<file path="config.mk">
export PLATFORM = sky130hd
export DESIGN_NAME = nav_frame_receiver
export DESIGN_NICKNAME = d
export VERILOG_FILES = /design/src/hw/rtl/nfr_pkg.sv /design/src/hw/rtl/nfr_front.sv /design/src/hw/rtl/nfr_queue.sv /design/src/hw/rtl/nfr_back.sv /design/src/hw/rtl/nav_frame_receiver.sv
export SDC_FILE = /design/constraint.sdc
export NUM_CORES = 1
export LEC_CHECK = 0
export BUFFER_PORTS_ARGS = -buffer_cell sky130_fd_sc_hd__buf_2
export CAP_MARGIN = 0
export CORE_ASPECT_RATIO = 0.7
export CORE_UTILIZATION = 62
export DETAILED_ROUTE_END_ITERATION = 12
export HOLD_SLACK_MARGIN = 0.06
export PLACE_DENSITY = 0.9
export SLEW_MARGIN = 0
export SYNTH_ARGS = -nofsm -noshare
export SYNTH_HDL_FRONTEND = slang
export SYNTH_SLANG_ARGS = --single-unit
</file>
<file path="constraint.sdc">
create_clock -name clk -period 6.8 [get_ports clk]
set_input_delay 0.34 -clock clk [delete_from_list [all_inputs] [get_ports clk]]
set_output_delay 0.34 -clock clk [all_outputs]
set_load 0.02 [all_outputs]
</file>
<file path="src/hw/rtl/nfr_pkg.sv">
`default_nettype none
package nfr_pkg;

	localparam int unsigned CRC_LEN = 17;
	localparam logic [15:0] CRC_POLY = 16'h1021;
	localparam logic [7:0] HDR_BYTE = 8'h24;
	localparam logic [31:0] UNIT_LIMIT = 32'd99;
	localparam int unsigned CONN_LEN = 7;
	localparam int unsigned DISC_LEN = 10;
	localparam int unsigned QUEUE_DEPTH = 2;

	localparam logic [1:0] ST_NO_LINK = 2'd0;
	localparam logic [1:0] ST_NO_HEADER = 2'd1;
	localparam logic [1:0] ST_BAD_CRC = 2'd2;
	localparam logic [1:0] ST_UPDATED = 2'd3;

	localparam logic [1:0] UNIT_M = 2'd1;
	localparam logic [1:0] UNIT_KM = 2'd2;

	// What the front hands over at the end of a frame
	typedef struct packed {
		logic        conn;
		logic        disc;
		logic        hdr_ok;
		logic [15:0] crc;
		logic [4:0]  pad;
		logic [15:0] rx_crc;
		logic [7:0]  dir_byte;
		logic [31:0] dist_m;
	} frame_sum_t;

	function automatic logic [15:0] crc_byte(input logic [15:0] crc, input logic [7:0] b);
		logic [15:0] c;
		c = crc ^ {b, 8'h00};
		for (int k = 0; k < 8; k++) begin
			c = c[15] ? ((c << 1) ^ CRC_POLY) : (c << 1);
		end
		return c;
	endfunction

	function automatic logic [7:0] conn_char(input logic [2:0] idx);
		logic [7:0] ch;
		unique case (idx)
			3'd0: ch = "C";
			3'd1: ch = "o";
			3'd2: ch = "n";
			3'd3: ch = "n";
			3'd4: ch = "e";
			3'd5: ch = "c";
			3'd6: ch = "t";
			default: ch = 8'h00;
		endcase
		return ch;
	endfunction

	function automatic logic [7:0] disc_char(input logic [3:0] idx);
		logic [7:0] ch;
		unique case (idx)
			4'd0: ch = "D";
			4'd1: ch = "i";
			4'd2: ch = "s";
			4'd3: ch = "c";
			4'd4: ch = "o";
			4'd5: ch = "n";
			4'd6: ch = "n";
			4'd7: ch = "e";
			4'd8: ch = "c";
			4'd9: ch = "t";
			default: ch = 8'h00;
		endcase
		return ch;
	endfunction

	// {known, code}; unknown bytes keep the old direction
	function automatic logic [3:0] dir_map(input logic [7:0] b);
		logic [3:0] r;
		unique case (b)
			8'd1: r = {1'b1, 3'd4};
			8'd2: r = {1'b1, 3'd5};
			8'd3: r = {1'b1, 3'd6};
			8'd4: r = {1'b1, 3'd7};
			8'd6: r = {1'b1, 3'd3};
			8'd7: r = {1'b1, 3'd2};
			8'd8: r = {1'b1, 3'd1};
			default: r = {1'b0, 3'd0};
		endcase
		return r;
	endfunction

endpackage
`default_nettype wire

</file>
<file path="src/hw/rtl/nfr_front.sv">
`default_nettype none
module nfr_front #(
	parameter int unsigned MAX_FRAME = 64
) (
	input  wire logic                clk,
	input  wire logic                arst_n,
	input  wire logic                accept,
	input  wire logic [7:0]          data_byte,
	input  wire logic                frame_end,
	output logic                     push,
	output nfr_pkg::frame_sum_t      sum
);
	import nfr_pkg::*;

	localparam int unsigned PosW = $clog2(MAX_FRAME + 1);

	logic [PosW-1:0] pos_q, pos_nx;
	logic [15:0] crc_q, crc_nx;
	logic [31:0] dist_q, dist_nx;
	logic [7:0]  dir_q, dir_nx;
	logic [15:0] rx_q, rx_nx;
	logic        hdr_q, hdr_nx;
	logic [2:0]  cm_q, cm_nx;
	logic [3:0]  dm_q, dm_nx;
	logic        conn_q, conn_nx, disc_q, disc_nx, stop_q, stop_nx;
	logic        take;

	assign take = pos_q < PosW'(MAX_FRAME);

	always_comb begin
		pos_nx = pos_q;
		crc_nx = crc_q;
		dist_nx = dist_q;
		dir_nx = dir_q;
		rx_nx = rx_q;
		hdr_nx = hdr_q;
		cm_nx = cm_q;
		dm_nx = dm_q;
		conn_nx = conn_q;
		disc_nx = disc_q;
		stop_nx = stop_q;
		if (take) begin
			pos_nx = pos_q + PosW'(1);
			if (pos_q < PosW'(CRC_LEN))
				crc_nx = crc_byte(crc_q, data_byte);
			if (pos_q == PosW'(0))
				hdr_nx = (data_byte == HDR_BYTE);
			else if (pos_q == PosW'(1))
				hdr_nx = hdr_q && (data_byte == HDR_BYTE);
			else if (pos_q == PosW'(12))
				dir_nx = data_byte;
			else if (pos_q >= PosW'(13) && pos_q <= PosW'(16))
				dist_nx[8*(2'(pos_q - PosW'(13))) +: 8] = data_byte;
			else if (pos_q == PosW'(17))
				rx_nx[7:0] = data_byte;
			else if (pos_q == PosW'(18))
				rx_nx[15:8] = data_byte;
			// text search, ends at the first zero byte
			if (!stop_q) begin
				if (data_byte == 8'h00) begin
					stop_nx = 1'b1;
				end else begin
					if (!conn_q) begin
						if (data_byte == conn_char(cm_q))
							cm_nx = cm_q + 3'd1;
						else
							cm_nx = (data_byte == conn_char(3'd0)) ? 3'd1 : 3'd0;
						if (cm_nx == 3'(CONN_LEN))
							conn_nx = 1'b1;
					end
					if (!disc_q) begin
						if (data_byte == disc_char(dm_q))
							dm_nx = dm_q + 4'd1;
						else
							dm_nx = (data_byte == disc_char(4'd0)) ? 4'd1 : 4'd0;
						if (dm_nx == 4'(DISC_LEN))
							disc_nx = 1'b1;
					end
				end
			end
		end
	end

	assign push = accept && frame_end;

	always_comb begin
		sum.conn = conn_nx;
		sum.disc = disc_nx;
		sum.hdr_ok = hdr_nx && (pos_nx >= PosW'(2));
		sum.crc = crc_nx;
		sum.pad = (pos_nx < PosW'(CRC_LEN)) ? 5'(PosW'(CRC_LEN) - pos_nx) : 5'd0;
		sum.rx_crc = rx_nx;
		sum.dir_byte = dir_nx;
		sum.dist_m = dist_nx;
	end

	always_ff @(posedge clk or negedge arst_n) begin
		if (!arst_n) begin
			pos_q <= '0;
			crc_q <= '0;
			dist_q <= '0;
			dir_q <= '0;
			rx_q <= '0;
			hdr_q <= 1'b0;
			cm_q <= '0;
			dm_q <= '0;
			conn_q <= 1'b0;
			disc_q <= 1'b0;
			stop_q <= 1'b0;
		end else if (accept) begin
			if (frame_end) begin
				// start the next frame clean
				pos_q <= '0;
				crc_q <= '0;
				dist_q <= '0;
				dir_q <= '0;
				rx_q <= '0;
				hdr_q <= 1'b0;
				cm_q <= '0;
				dm_q <= '0;
				conn_q <= 1'b0;
				disc_q <= 1'b0;
				stop_q <= 1'b0;
			end else begin
				pos_q <= pos_nx;
				crc_q <= crc_nx;
				dist_q <= dist_nx;
				dir_q <= dir_nx;
				rx_q <= rx_nx;
				hdr_q <= hdr_nx;
				cm_q <= cm_nx;
				dm_q <= dm_nx;
				conn_q <= conn_nx;
				disc_q <= disc_nx;
				stop_q <= stop_nx;
			end
		end
	end

endmodule
`default_nettype wire

</file>
<file path="src/hw/rtl/nfr_queue.sv">
`default_nettype none
module nfr_queue (
	input  wire logic                clk,
	input  wire logic                arst_n,
	input  wire logic                push,
	input  wire nfr_pkg::frame_sum_t wr_sum,
	output logic                     full,
	input  wire logic                pop,
	output logic                     head_valid,
	output nfr_pkg::frame_sum_t      head_sum
);
	import nfr_pkg::*;

	localparam int unsigned PtrW = $clog2(QUEUE_DEPTH);
	localparam int unsigned CntW = $clog2(QUEUE_DEPTH + 1);

	frame_sum_t     mem_q [QUEUE_DEPTH];
	logic [PtrW-1:0] wr_q, rd_q;
	logic [CntW-1:0] cnt_q;
	logic            do_push, do_pop;

	assign full = cnt_q == CntW'(QUEUE_DEPTH);
	assign head_valid = cnt_q != '0;
	assign head_sum = mem_q[rd_q];
	assign do_push = push && !full;
	assign do_pop = pop && head_valid;

	always_ff @(posedge clk) begin
		if (do_push)
			mem_q[wr_q] <= wr_sum;
	end

	always_ff @(posedge clk or negedge arst_n) begin
		if (!arst_n) begin
			wr_q <= '0;
			rd_q <= '0;
			cnt_q <= '0;
		end else begin
			if (do_push)
				wr_q <= (wr_q == PtrW'(QUEUE_DEPTH - 1)) ? '0 : wr_q + PtrW'(1);
			if (do_pop)
				rd_q <= (rd_q == PtrW'(QUEUE_DEPTH - 1)) ? '0 : rd_q + PtrW'(1);
			if (do_push && !do_pop)
				cnt_q <= cnt_q + CntW'(1);
			else if (do_pop && !do_push)
				cnt_q <= cnt_q - CntW'(1);
		end
	end

endmodule
`default_nettype wire

</file>
<file path="src/hw/rtl/nfr_back.sv">
`default_nettype none
module nfr_back (
	input  wire logic                clk,
	input  wire logic                arst_n,
	input  wire logic                head_valid,
	input  wire nfr_pkg::frame_sum_t head_sum,
	output logic                     pop,
	output logic                     result_valid,
	input  wire logic                result_ready,
	output logic [1:0]               status,
	output logic                     connected,
	output logic [2:0]               direction,
	output logic [31:0]              distance,
	output logic [1:0]               units
);
	import nfr_pkg::*;

	frame_sum_t  sum_q;
	logic        busy_q;
	logic [15:0] crc_q;
	logic [4:0]  pad_q;
	logic        link_q;
	logic [2:0]  turn_q;
	logic [31:0] dist_q;
	logic [1:0]  unit_q;
	logic        rv_q;
	logic [1:0]  st_q;
	logic        conn_out_q;
	logic [2:0]  dir_out_q;
	logic [31:0] dist_out_q;
	logic [1:0]  unit_out_q;

	logic        finish;
	logic        link_nx;
	logic [2:0]  turn_nx;
	logic [31:0] dist_nx;
	logic [1:0]  unit_nx;
	logic [1:0]  st_nx;
	logic [3:0]  dmap;

	assign finish = busy_q && pad_q == '0 && (!rv_q || result_ready);
	assign pop = head_valid && (!busy_q || finish);
	assign dmap = dir_map(sum_q.dir_byte);

	always_comb begin
		link_nx = link_q;
		turn_nx = turn_q;
		dist_nx = dist_q;
		unit_nx = unit_q;
		if (sum_q.conn) begin
			link_nx = 1'b1;
		end else if (sum_q.disc) begin
			link_nx = 1'b0;
			turn_nx = 3'd0;
		end
		if (!link_nx) begin
			st_nx = ST_NO_LINK;
		end else if (!sum_q.hdr_ok) begin
			st_nx = ST_NO_HEADER;
		end else if (crc_q != sum_q.rx_crc) begin
			st_nx = ST_BAD_CRC;
		end else begin
			st_nx = ST_UPDATED;
			dist_nx = sum_q.dist_m;
			unit_nx = (sum_q.dist_m > UNIT_LIMIT) ? UNIT_KM : UNIT_M;
			if (dmap[3])
				turn_nx = dmap[2:0];
		end
	end

	always_ff @(posedge clk) begin
		if (pop) begin
			sum_q <= head_sum;
			crc_q <= head_sum.crc;
			pad_q <= head_sum.pad;
		end else if (busy_q && pad_q != '0) begin
			// feed a zero byte for each one the frame was short
			crc_q <= crc_byte(crc_q, 8'h00);
			pad_q <= pad_q - 5'd1;
		end
		if (finish) begin
			st_q <= st_nx;
			conn_out_q <= link_nx;
			dir_out_q <= turn_nx;
			dist_out_q <= dist_nx;
			unit_out_q <= unit_nx;
		end
	end

	always_ff @(posedge clk or negedge arst_n) begin
		if (!arst_n) begin
			busy_q <= 1'b0;
			link_q <= 1'b0;
			turn_q <= 3'd0;
			dist_q <= '0;
			unit_q <= UNIT_M;
			rv_q <= 1'b0;
		end else begin
			if (pop)
				busy_q <= 1'b1;
			else if (finish)
				busy_q <= 1'b0;
			if (finish) begin
				link_q <= link_nx;
				turn_q <= turn_nx;
				dist_q <= dist_nx;
				unit_q <= unit_nx;
				rv_q <= 1'b1;
			end else if (result_ready) begin
				rv_q <= 1'b0;
			end
		end
	end

	assign result_valid = rv_q;
	assign status = st_q;
	assign connected = conn_out_q;
	assign direction = dir_out_q;
	assign distance = dist_out_q;
	assign units = unit_out_q;

endmodule
`default_nettype wire

</file>
<file path="src/hw/rtl/nav_frame_receiver.sv">
`default_nettype none
// channel   handshake                      payload
// input     data_valid / data_ready        data_byte, frame_end
// result    result_valid / result_ready    status, connected, direction, distance, units
//
// The front takes one byte per cycle while data_ready is high; CRC, header, fields and text
// match update per byte. The last byte of a frame pushes a summary into a two-entry queue;
// data_ready drops only while that queue is full. The back runs a zero byte through the CRC
// for each missing byte before byte 17, then loads the result register.
// Reset clears the link, direction and distance, sets units to meters, empties the queue.
module nav_frame_receiver #(
	parameter int unsigned MAX_FRAME = 64
) (
	input  wire logic        clk,
	input  wire logic        arst_n,
	input  wire logic        data_valid,
	output logic             data_ready,
	input  wire logic [7:0]  data_byte,
	input  wire logic        frame_end,
	output logic             result_valid,
	input  wire logic        result_ready,
	output logic [1:0]       status,
	output logic             connected,
	output logic [2:0]       direction,
	output logic [31:0]      distance,
	output logic [1:0]       units
);
	import nfr_pkg::*;

	logic       accept, push, full, pop, head_valid;
	frame_sum_t wr_sum, head_sum;

	assign data_ready = !full;
	assign accept = data_valid && data_ready;

	nfr_front #(.MAX_FRAME(MAX_FRAME)) u_front (
		.clk(clk),
		.arst_n(arst_n),
		.accept(accept),
		.data_byte(data_byte),
		.frame_end(frame_end),
		.push(push),
		.sum(wr_sum)
	);

	nfr_queue u_queue (
		.clk(clk),
		.arst_n(arst_n),
		.push(push),
		.wr_sum(wr_sum),
		.full(full),
		.pop(pop),
		.head_valid(head_valid),
		.head_sum(head_sum)
	);

	nfr_back u_back (
		.clk(clk),
		.arst_n(arst_n),
		.head_valid(head_valid),
		.head_sum(head_sum),
		.pop(pop),
		.result_valid(result_valid),
		.result_ready(result_ready),
		.status(status),
		.connected(connected),
		.direction(direction),
		.distance(distance),
		.units(units)
	);

endmodule
`default_nettype wire
</file>
# Word-level counts from Yosys, hierarchy flattened
# Memories as Yosys holds them, arrays and structs flattened.
# Cells that the tools add are included.
# totals
ff_bits	254
latchBits	0
ram_bits	160
rom_bits	112
inputBits	13
output_inout_bits	42
word_cells	265
memories	2
# classes
add_sub_neg	11
n_mul	0
n_div	0
n_lt_le_gt_ge	7
eq_ne	30
n_shift	2
mux	126
bitwise_logic	17
n_reduce_logical	36
# memory_table
name	words	width	read_ports	rd_ports_with_merged_regs	wr	line	source
u_queue.mem_q	2	80	1	0	1	nfr_queue.sv:17	frame_sum_t mem_q [QUEUE_DEPTH];
(no name shown)	16	7	1	0	0	nfr_pkg.sv:58	unique case (idx)
# op_table
op	count
$mux 32	9
$mux 13	16
$mux 16	11
$mux 8	16
$mux 3	16
$not 3->3	16
$pmux 7 s6	1
$mux 4	10
$mux 1	34
$neg 5->34	1
$shift 8x34->32 const A	1
$shiftx 8x34->32	1
$bwmux 32	1
$gt 32x7->1 const B	1
$pmux 4 s7	1
$eq 8x3->1 const B	3
$eq 8x2->1 const B	2
$eq 8x7->1 const B	2
$eq 8x8->1	2
$ne 16x16->1	1
$xor 16x16->16	1
$mux 5	3
$eq 7x5->1 const B	2
$lt 7x5->1 const B	2
37 further kinds	76

# Logic depth before layout (Yosys ltp)
# Gate-level depths: netlist (run 1).
# depth
ltp_word	20
depth_mapped	11
depth_no_buf	11

# By module
# Synthesis (run 1) repeated with hierarchy kept, for this count alone.
# unflattened
hier_cells	1334
hier_area_um2	18914.4
# modules_own_cells
mod	instances	cells_each	area_per_inst_um2	seq_area_each_um2
nfr_back	1	404	6542.5	4605.7
nfr_queue	1	268	6373.6	4904.7
nfr_front	1	660	5988.2	2252.2
nav_frame_receiver	1	2	10.0	0.0

# Worst setup path after synthesis (run 1)
# Ideal clock, no wire load.
# synth_timing
path_type	reg-to-reg
from	reg u_queue.cnt_q[0]
to	mem u_queue.mem_q[0][0] in the netlist's numbering (enable)
setup_ns	0.519
arrival_ns	4.581
required_ns	6.281
slack_ns	1.700
path_stages_with_launch	6
path_buffers	1
synth_period_minus_slack_ns	5.100
cell_sequence	dfrtp_1 > nand2b_1 > and2_1 > clkbuf_1 > nand2_1 > nor2_1
# synth_via
elab_chain_cells	7
# synth_lines
element	line	source
start, declared	nfr_queue.sv:19	logic [CntW-1:0] cnt_q;
start signal, assigned	nfr_queue.sv:44	cnt_q <= cnt_q + CntW'(1);
start signal, assigned	nfr_queue.sv:46	cnt_q <= cnt_q - CntW'(1);
$eq 2x2->1 (*)	nfr_queue.sv:22	assign full = cnt_q == CntW'(QUEUE_DEPTH);
$logic_not 1->1 (*)	nav_frame_receiver.sv:33	assign data_ready = !full;
named net data_ready	nav_frame_receiver.sv:17	output logic data_ready,
$logic_and 1x1->1	nav_frame_receiver.sv:34	assign accept = data_valid && data_ready;
$logic_and 1x1->1	nfr_front.sv:84	assign push = accept && frame_end;
$logic_and 1x1->1 (*)	nfr_queue.sv:25	assign do_push = push && !full;
$mux 1 (*)	nfr_queue.sv:29	if (do_push)
$mux 1 (not written as such) (*)	nfr_queue.sv:30	mem_q[wr_q] <= wr_sum;
end, declared	nfr_queue.sv:17	
# The timed path passes the listed nets; every way through them passes the cells marked *.

# Worst setup path after layout (run 1)
# layout_timing
from	reg u_back.pad_q[1]
to	reg u_back.crc_q[3] (data pin)
# layout_via
elab_chain_cells	6
# layout_lines
element	line	source
start, declared	nfr_back.sv:21	logic [4:0] pad_q;
start signal, assigned	nfr_back.sv:75	pad_q <= head_sum.pad;
start signal, assigned	nfr_back.sv:79	pad_q <= pad_q - 5'd1;
$logic_not 5->1	nfr_back.sv:41	assign finish = busy_q && pad_q == '0 && (!rv_q || result_ready);
$logic_and 1x1->1 (2 in a row)	nfr_back.sv:41	
$logic_or 1x1->1	nfr_back.sv:42	assign pop = head_valid && (!busy_q || finish);
$logic_and 1x1->1	nfr_back.sv:42	
$mux 16	nfr_back.sv:72	if (pop) begin
end signal, assigned	nfr_back.sv:74	crc_q <= head_sum.crc;
end signal, assigned	nfr_back.sv:78	crc_q <= crc_byte(crc_q, 8'h00);
end, declared	nfr_back.sv:20	logic [15:0] crc_q;
# No other way between the ends.
# A chain may end at the register's enable or synchronous reset.

==> flow_metrics.tcl, run 1 <==
set metrics [dict create \
    area_delta_synth_final_pct 10.16 \
    portBuffers 54 \
    finalSetupTns_ns 0 \
    status "complete, no violations" \
    synthTopCellsByArea "edfxtp_1, dfrtp_1, mux2_2, a22o_1, nand2_1" \
    rows 51 \
    dieArea_um2 29700 \
    cts_buffer_depth 3 \
    start_util_pct 63.91 \
    fin_crit_sh_pct 52.12 \
    worstPathRequired_ns 7.05 \
    power.total_uw 7390 \
    fin_area_um2 19810 \
    syn_inst 1287 \
    drv_cap 0 \
    gp_congestion 0.8507 \
    synth.most_common_cell "edfxtp_1" \
    setup-violations-final 0 \
    core_region_area_um2 28140 \
    clkSlewWorstSetupHoldPaths_ns 0.06 \
    wl_per_cell_um 23.57 \
    period_needed_ns 3.544 \
    min_path_type "input port to flip-flop" \
    pwr-share-seq_pct 47.4 \
    grt_pass1_vias 11110 \
    power_frac_clock_pct 29.0 \
    fmax_ghz 0.2822 \
    antenna_found_initial 0 \
    powerDensity_nw_per_um2 373.0 \
    end_kind "flip-flop" \
    h-tree-depth 2 \
    finClkSkew_ns 0.01754 \
    drive_above_1_share_pct 21.69 \
    drt-vias-per-instance 6.552 \
    async_flop_share_pct 32.37 \
    synth_common_cells "edfxtp_1, mux2_2, dfrtp_1" \
    vias 11280 \
    internal-power_uw 5140 \
    synth-seq-area-share_pct 65.41 \
    final_core_util_pct 70.40 \
    wl_mm 40.59 \
    vdd_drop_max_v 0.0001979 \
    antennaDiodeCount 0 \
    cts_tree "yes" \
    fillers 1711 \
    post-dp-hpwl_mm 24.10 \
    drc_errors 0 \
    insertion_delay_ns 0.54 \
    clock-root-buffer "clkbuf_16" \
    clock-sinks 414 \
    post_dp_cell_area_um2 18560 \
    ys_warn_count 0 \
    p_comb_share_pct 23.6 \
    critPathArrivalTime_ns 3.79 \
    drtIter0Drc 1390 \
    cts.repair.resized 0 \
    crit_path_max_fanout 51 \
    p_sw_uw 2250 \
    worstSetupStartpointType "flip-flop" \
    grt_setup_unrepaired "no" \
    overflow 0 \
    hold_violations 0 \
    synth_edf_count 280 \
    ys.flop_type "edfxtp_1" \
    drtAntennaViolNets 0 \
    synthDistinctLibCells 66 \
    die_h_um 144.5 \
    synth_top_area_share_pct 46.75 \
    numCtsBuffers 38 \
    syn_avg_cell_area_um2 13.97 \
    leakagePower_uw 0.007651 \
    worst_pin_slew_ns 1.193 \
    die_x_um 205.6 \
    dr.pass1.iters 7 \
    grt.total_usage_pct 28.31 \
    fin_nets 1355 \
    relSlewSlack_pct 20.45 \
    grt_max_degree 80 \
    grt_pass1_wl_mm 62.99 \
    synthesis.area_um2 17980 \
    io_pins 55 \
    slew_violations 0 \
    synth-seq-cells 414 \
    syn_nets 1320 \
    yosysTopAreaCell "edfxtp_1" \
    crit_type "flip-flop to flip-flop" \
    switching_share_pct 30.44 \
]
## per-stage QoR
step	cells	hold slack, ns	worst slack, ns
after floorplan	1287	0.04441	1.700
after global placement	1652	0.4402	3.537
after detailed placement	1652	0.4460	3.299
after CTS	1722	0.1448	3.251
after global routing	1722	0.1540	2.916
final	1722	0.1381	3.256
## cells in the final DEF, fill, tap and decap left out, drive strengths merged, types with 29 or more instances in the layout
master,instances
xnor2,43
a22o,59
mux2,149
xor2,34
mux2i,29
nand2,108
edfxtp,280
o31ai,30
clkbuf,58
buf,64
nor2,56
dfrtp,133
o21ai,60
## worst paths after layout
check / start / end / slack (ns) / cells past startpoint
min reg2reg: u_back.dist_q[27] / u_back.dist_q[27] / 0.50 / 1
max in group asynchronous: arst_n / u_back.dist_q[4] / 5.09 / 3
max reg2reg: u_back.pad_q[1] / u_back.crc_q[3] / 3.26 / 10
min in group asynchronous: arst_n / u_front.cm_q[2] / 0.42 / 2
min: result_ready / u_back.result_valid / 0.14 / 3
max: u_back.pad_q[1] / u_back.crc_q[3] / 3.26 / 10
## layer usage
metal	up-vias	track usage, %	wire length (µm)	share of wire [%]
met5	-	0	0	0
li1	4887	-	-	-
met2	652	43.66	18710	46
met1	5642	40.61	16800	41
met3	102	6.354	4088	10
met4	0	8.382	983	2.4
## sequential cells by signal (all words and copies together) (netlist names), 8 cells and up
signal,count
u_front.rx_q,16
u_front.dist_q,32
u_back.distance,32
u_queue.mem_q,160
u_back.sum_q,59
u_back.crc_q,16
u_back.dist_q,32
u_front.dir_q,8
u_front.crc_q,16
## worst max-delay path, cell delays in order, from the launching register on
cell	delay [ns]
edfxtp_1	0.41
inv_1	0.08
ha_1	0.18
nand2b_1	0.10
nor3_1	0.36
nand3_1	0.29
nand2_1	0.15
o21ai_0	0.17
clkinv_2	0.63
buf_4	0.63
mux2i_1	0.18
## area by class of cell
type,instances,area (µm²),area share (%)
Inverter,28,106.4,0.5369
Clock inverter,11,113.9,0.5747
Tap cell,371,464.2,2.343
Timing Repair Buffer,65,361.6,1.825
Clock buffer,58,1127,5.691
Sequential cell,414,11770,59.40
Multi-Input combinational cell,775,5871,29.63
## kinds of logic after synthesis
| kind of cell | share of synthesized area (%) |
|---|---|
| fa+ha+maj | 1.391 |
| flops | 65.41 |
| mux | 10.94 |
| buf+inv | 2.136 |
| simple gates | 7.271 |
| xor+xnor | 3.750 |
| compound gates | 9.101 |
## timing repair
action	CTS	global route
setup buffers	0	0
hold buffers	1	0
endpoints found under the hold margin	78	0
## power by group through the flow
stage | Clock [µW] | Sequential (µW) | Combinational, µW
after global placement | 0 | 3510 | 1600
after global routing | 2250 | 3540 | 1880
after floorplan | 0 | 3480 | 1260
after detailed placement | 0 | 3540 | 1670
after CTS | 2150 | 3500 | 1720
final | 2140 | 3500 | 1740
Power figures use the tool's default switching activity.
==> run 2, diff against run 1 <==
--- a/config.mk
+++ b/config.mk
@@ -5,6 +5,7 @@
 export SDC_FILE = /design/constraint.sdc
 export NUM_CORES = 1
 export LEC_CHECK = 0
+export ABC_AREA = 1
 export BUFFER_PORTS_ARGS = -buffer_cell sky130_fd_sc_hd__buf_2
 export CAP_MARGIN = 0
 export CORE_ASPECT_RATIO = 0.7
==> constraint.sdc (replaced) <==
create_clock -name clk -period 3.51 [get_ports clk]
set_input_delay 0.1755 -clock clk [delete_from_list [all_inputs] [get_ports clk]]
set_output_delay 0.1755 -clock clk [all_outputs]
set_load 0.02 [all_outputs]
==> run 2 against run 1 <==
Hold slack got worse by 0.033 ns. Synthesized area up 3.4%. Total power rose by 120%. Largest cell class unchanged. Worst setup slack worse by 2.6 ns. Routed wire length is 11% higher. Global-route usage is 1.6 points higher. Clock power rose by 100%.
==> flow_metrics.tcl, run 2 <==
set metrics [dict create \
    fin_crit_sh_pct 81.95 \
    min_path_type "input port to flip-flop" \
    syn_nets 1906 \
    ys_warn_count 0 \
    slew_violations 0 \
    die_x_um 209.0 \
    reg_top3 "u_queue.mem_q (160), u_back.sum_q (59)" \
    layout_common_cells "nand2_1, edfxtp_1, inv_1" \
    wl_per_cell_um 19.34 \
    fmax_ghz 0.3477 \
    syn_inst 1873 \
    post_dp_cell_area_um2 19270 \
    worstSetupEndpoint "u_queue.mem_q[1][59]" \
    worstPathRequired_ns 3.77 \
    leakagePower_uw 0.008981 \
    r2r_slack_ns 0.63 \
    clock-root-buffer "clkbuf_16" \
    synthesis.area_um2 18600 \
    async_flop_share_pct 32.37 \
    rr_startpoint "u_front.pos_q[0]" \
    layout_commonest_cell "nand2_1" \
    cts_hold_buf 2 \
    antenna_found_initial 1 \
    overflow 0 \
    synthDistinctLibCells 38 \
    largest_register_ffs 160 \
    cts.repair.resized 0 \
    finClkSkew_ns 0.04019 \
    syn_avg_cell_area_um2 9.931 \
    worst_slack_ns 0.6337 \
    synth_top_area_share_pct 45.20 \
    drtAntennaViolNets 0 \
    synthTopCellsByArea "edfxtp_1, dfrtp_1, nand2_1, inv_1, o21ai_0" \
    fin_hold_ws_ns 0.1051 \
    grt_pass1_wl_mm 70.83 \
    synth_common_cells "nand2_1, edfxtp_1, inv_1" \
    crit_path_max_fanout 17 \
    startpoint "u_front.pos_q[0]" \
    post-dp-hpwl_mm 28.81 \
    io_pins 55 \
    grt.total_usage_pct 29.89 \
    cts_buffer_depth 3 \
    period_needed_ns 2.876 \
    grt_pass1_vias 12970 \
    worst_pin_slew_ns 0.9804 \
    final_core_util_pct 70.44 \
    drc_errors 0 \
    crit_type "flip-flop to flip-flop" \
    h-tree-depth 2 \
    die_h_um 146.9 \
    drt-vias-per-instance 5.875 \
    clkSlewWorstSetupHoldPaths_ns 0.06 \
    area_delta_synth_final_pct 10.63 \
    dieArea_um2 30710 \
    worstSetupStartpointType "flip-flop" \
    dr.pass1.iters 6 \
    end_kind "flip-flop" \
    grt_max_degree 94 \
    rows 52 \
    top_register "u_queue.mem_q" \
    drive_above_1_share_pct 8.363 \
    portBuffers 54 \
    synth_edf_count 280 \
    dpl_worst_slack_ns 0.6543 \
    fin_nets 1951 \
    cts_tree "yes" \
    cts_setup_buffers 0 \
    insertion_delay_ns 0.56 \
    synth-seq-area-share_pct 63.23 \
    vias 13670 \
    grt_setup_unrepaired "no" \
    drtIter0Drc 1795 \
    powerDensity_nw_per_um2 797.5 \
    clock-sinks 414 \
    reg2reg_depth 9 \
    relSlewSlack_pct 34.64 \
    numCtsBuffers 39 \
    synth-seq-cells 414 \
    gp_congestion 0.9162 \
    wl_mm 45.01 \
    status "complete, no violations" \
    yosysTopAreaCell "edfxtp_1" \
    critPathArrivalTime_ns 3.13 \
    reg2reg_to "u_queue.mem_q[1][59]" \
    synth.most_common_cell "nand2_1" \
    hold_violations 0 \
    vdd_drop_max_v 0.0003753 \
    setup-violations-final 0 \
    ys.flop_type "edfxtp_1" \
    start_util_pct 63.68 \
    fin_area_um2 20580 \
    core_region_area_um2 29210 \
    antennaDiodeCount 0 \
    drv_cap 0 \
]
-- run 2: cell count changes in the layout (fill, tap and decap cells not counted), sizes merged, moves of 26 or more --
cell / before / now
nand2: 108 / 496
inv: 28 / 242
mux2: 149 / 0
o21ai: 60 / 182
nand3: 10 / 113
a22o: 59 / 0
nor2: 56 / 102
and2: 3 / 34
mux2i: 29 / 0
o31ai: 30 / 4
-- run 2: layer usage --
metal  part of all wire (%)  track usage (%)  up-vias
li1                       -                -     6265
met1                     41            44.28     6383
met2                     45            45.03      907
met3                     12            6.776      114
met4                    2.3            7.904        2
met5                  0.029                0        -
-- run 2: cells by family after synthesis --
group / synth area share (%)
simple gates: 18.75
flops: 63.23
buf+inv: 6.504
compound gates: 7.150
xor+xnor: 3.013
fa+ha+maj: 1.345
-- run 2: power by group --
part	internal [µW]	leakage [µW]	switching [µW]
clock network	2460	0.000631	1860
registers	6730	0.00439	541
logic	1430	0.00396	3390
-- run 2: layout make-up --
type,instances,area (µm²)
fill,1894,8635
sequential,414,11760
tap,378,473.0
timing repair buffer,77,504.2
multi-input combinational,1145,5647
inverter,241,904.6
clock inverter,19,216.5
clock buffer,53,1070
-- run 2: stage by stage --
stage               TNS, ns  total power [µW]  std cells
finish                    0             16410       2327
floorplan            -26.24             10420       1873
detailed placement        0             11940       2253
global route              0             17140       2327
CTS                       0             16310       2327
global placement          0             11620       2253
-- run 2: how the worst min path moves through the flow --
| stage | startpoint | endpoint | cells past startpoint |
|---|---|---|---|
| detailed placement | arst_n | u_back.dist_q[4] | 1 |
| global route | frame_end | u_front.stop_q | 3 |
| finish | frame_end | u_front.stop_q | 3 |
| CTS | frame_end | u_front.stop_q | 3 |
| floorplan | arst_n | u_back.busy_q | 0 |
| global placement | arst_n | u_back.dist_q[4] | 1 |
-- run 2: critical path: stages (launching register included) --
cell	delay, ns
dfrtp_1	0.70
inv_2	0.23
ha_1	0.48
o21ai_1	0.11
buf_4	0.16
ha_1	0.20
inv_1	0.07
nor3_1	0.05
o21ai_0	0.46
nor3_1	0.14
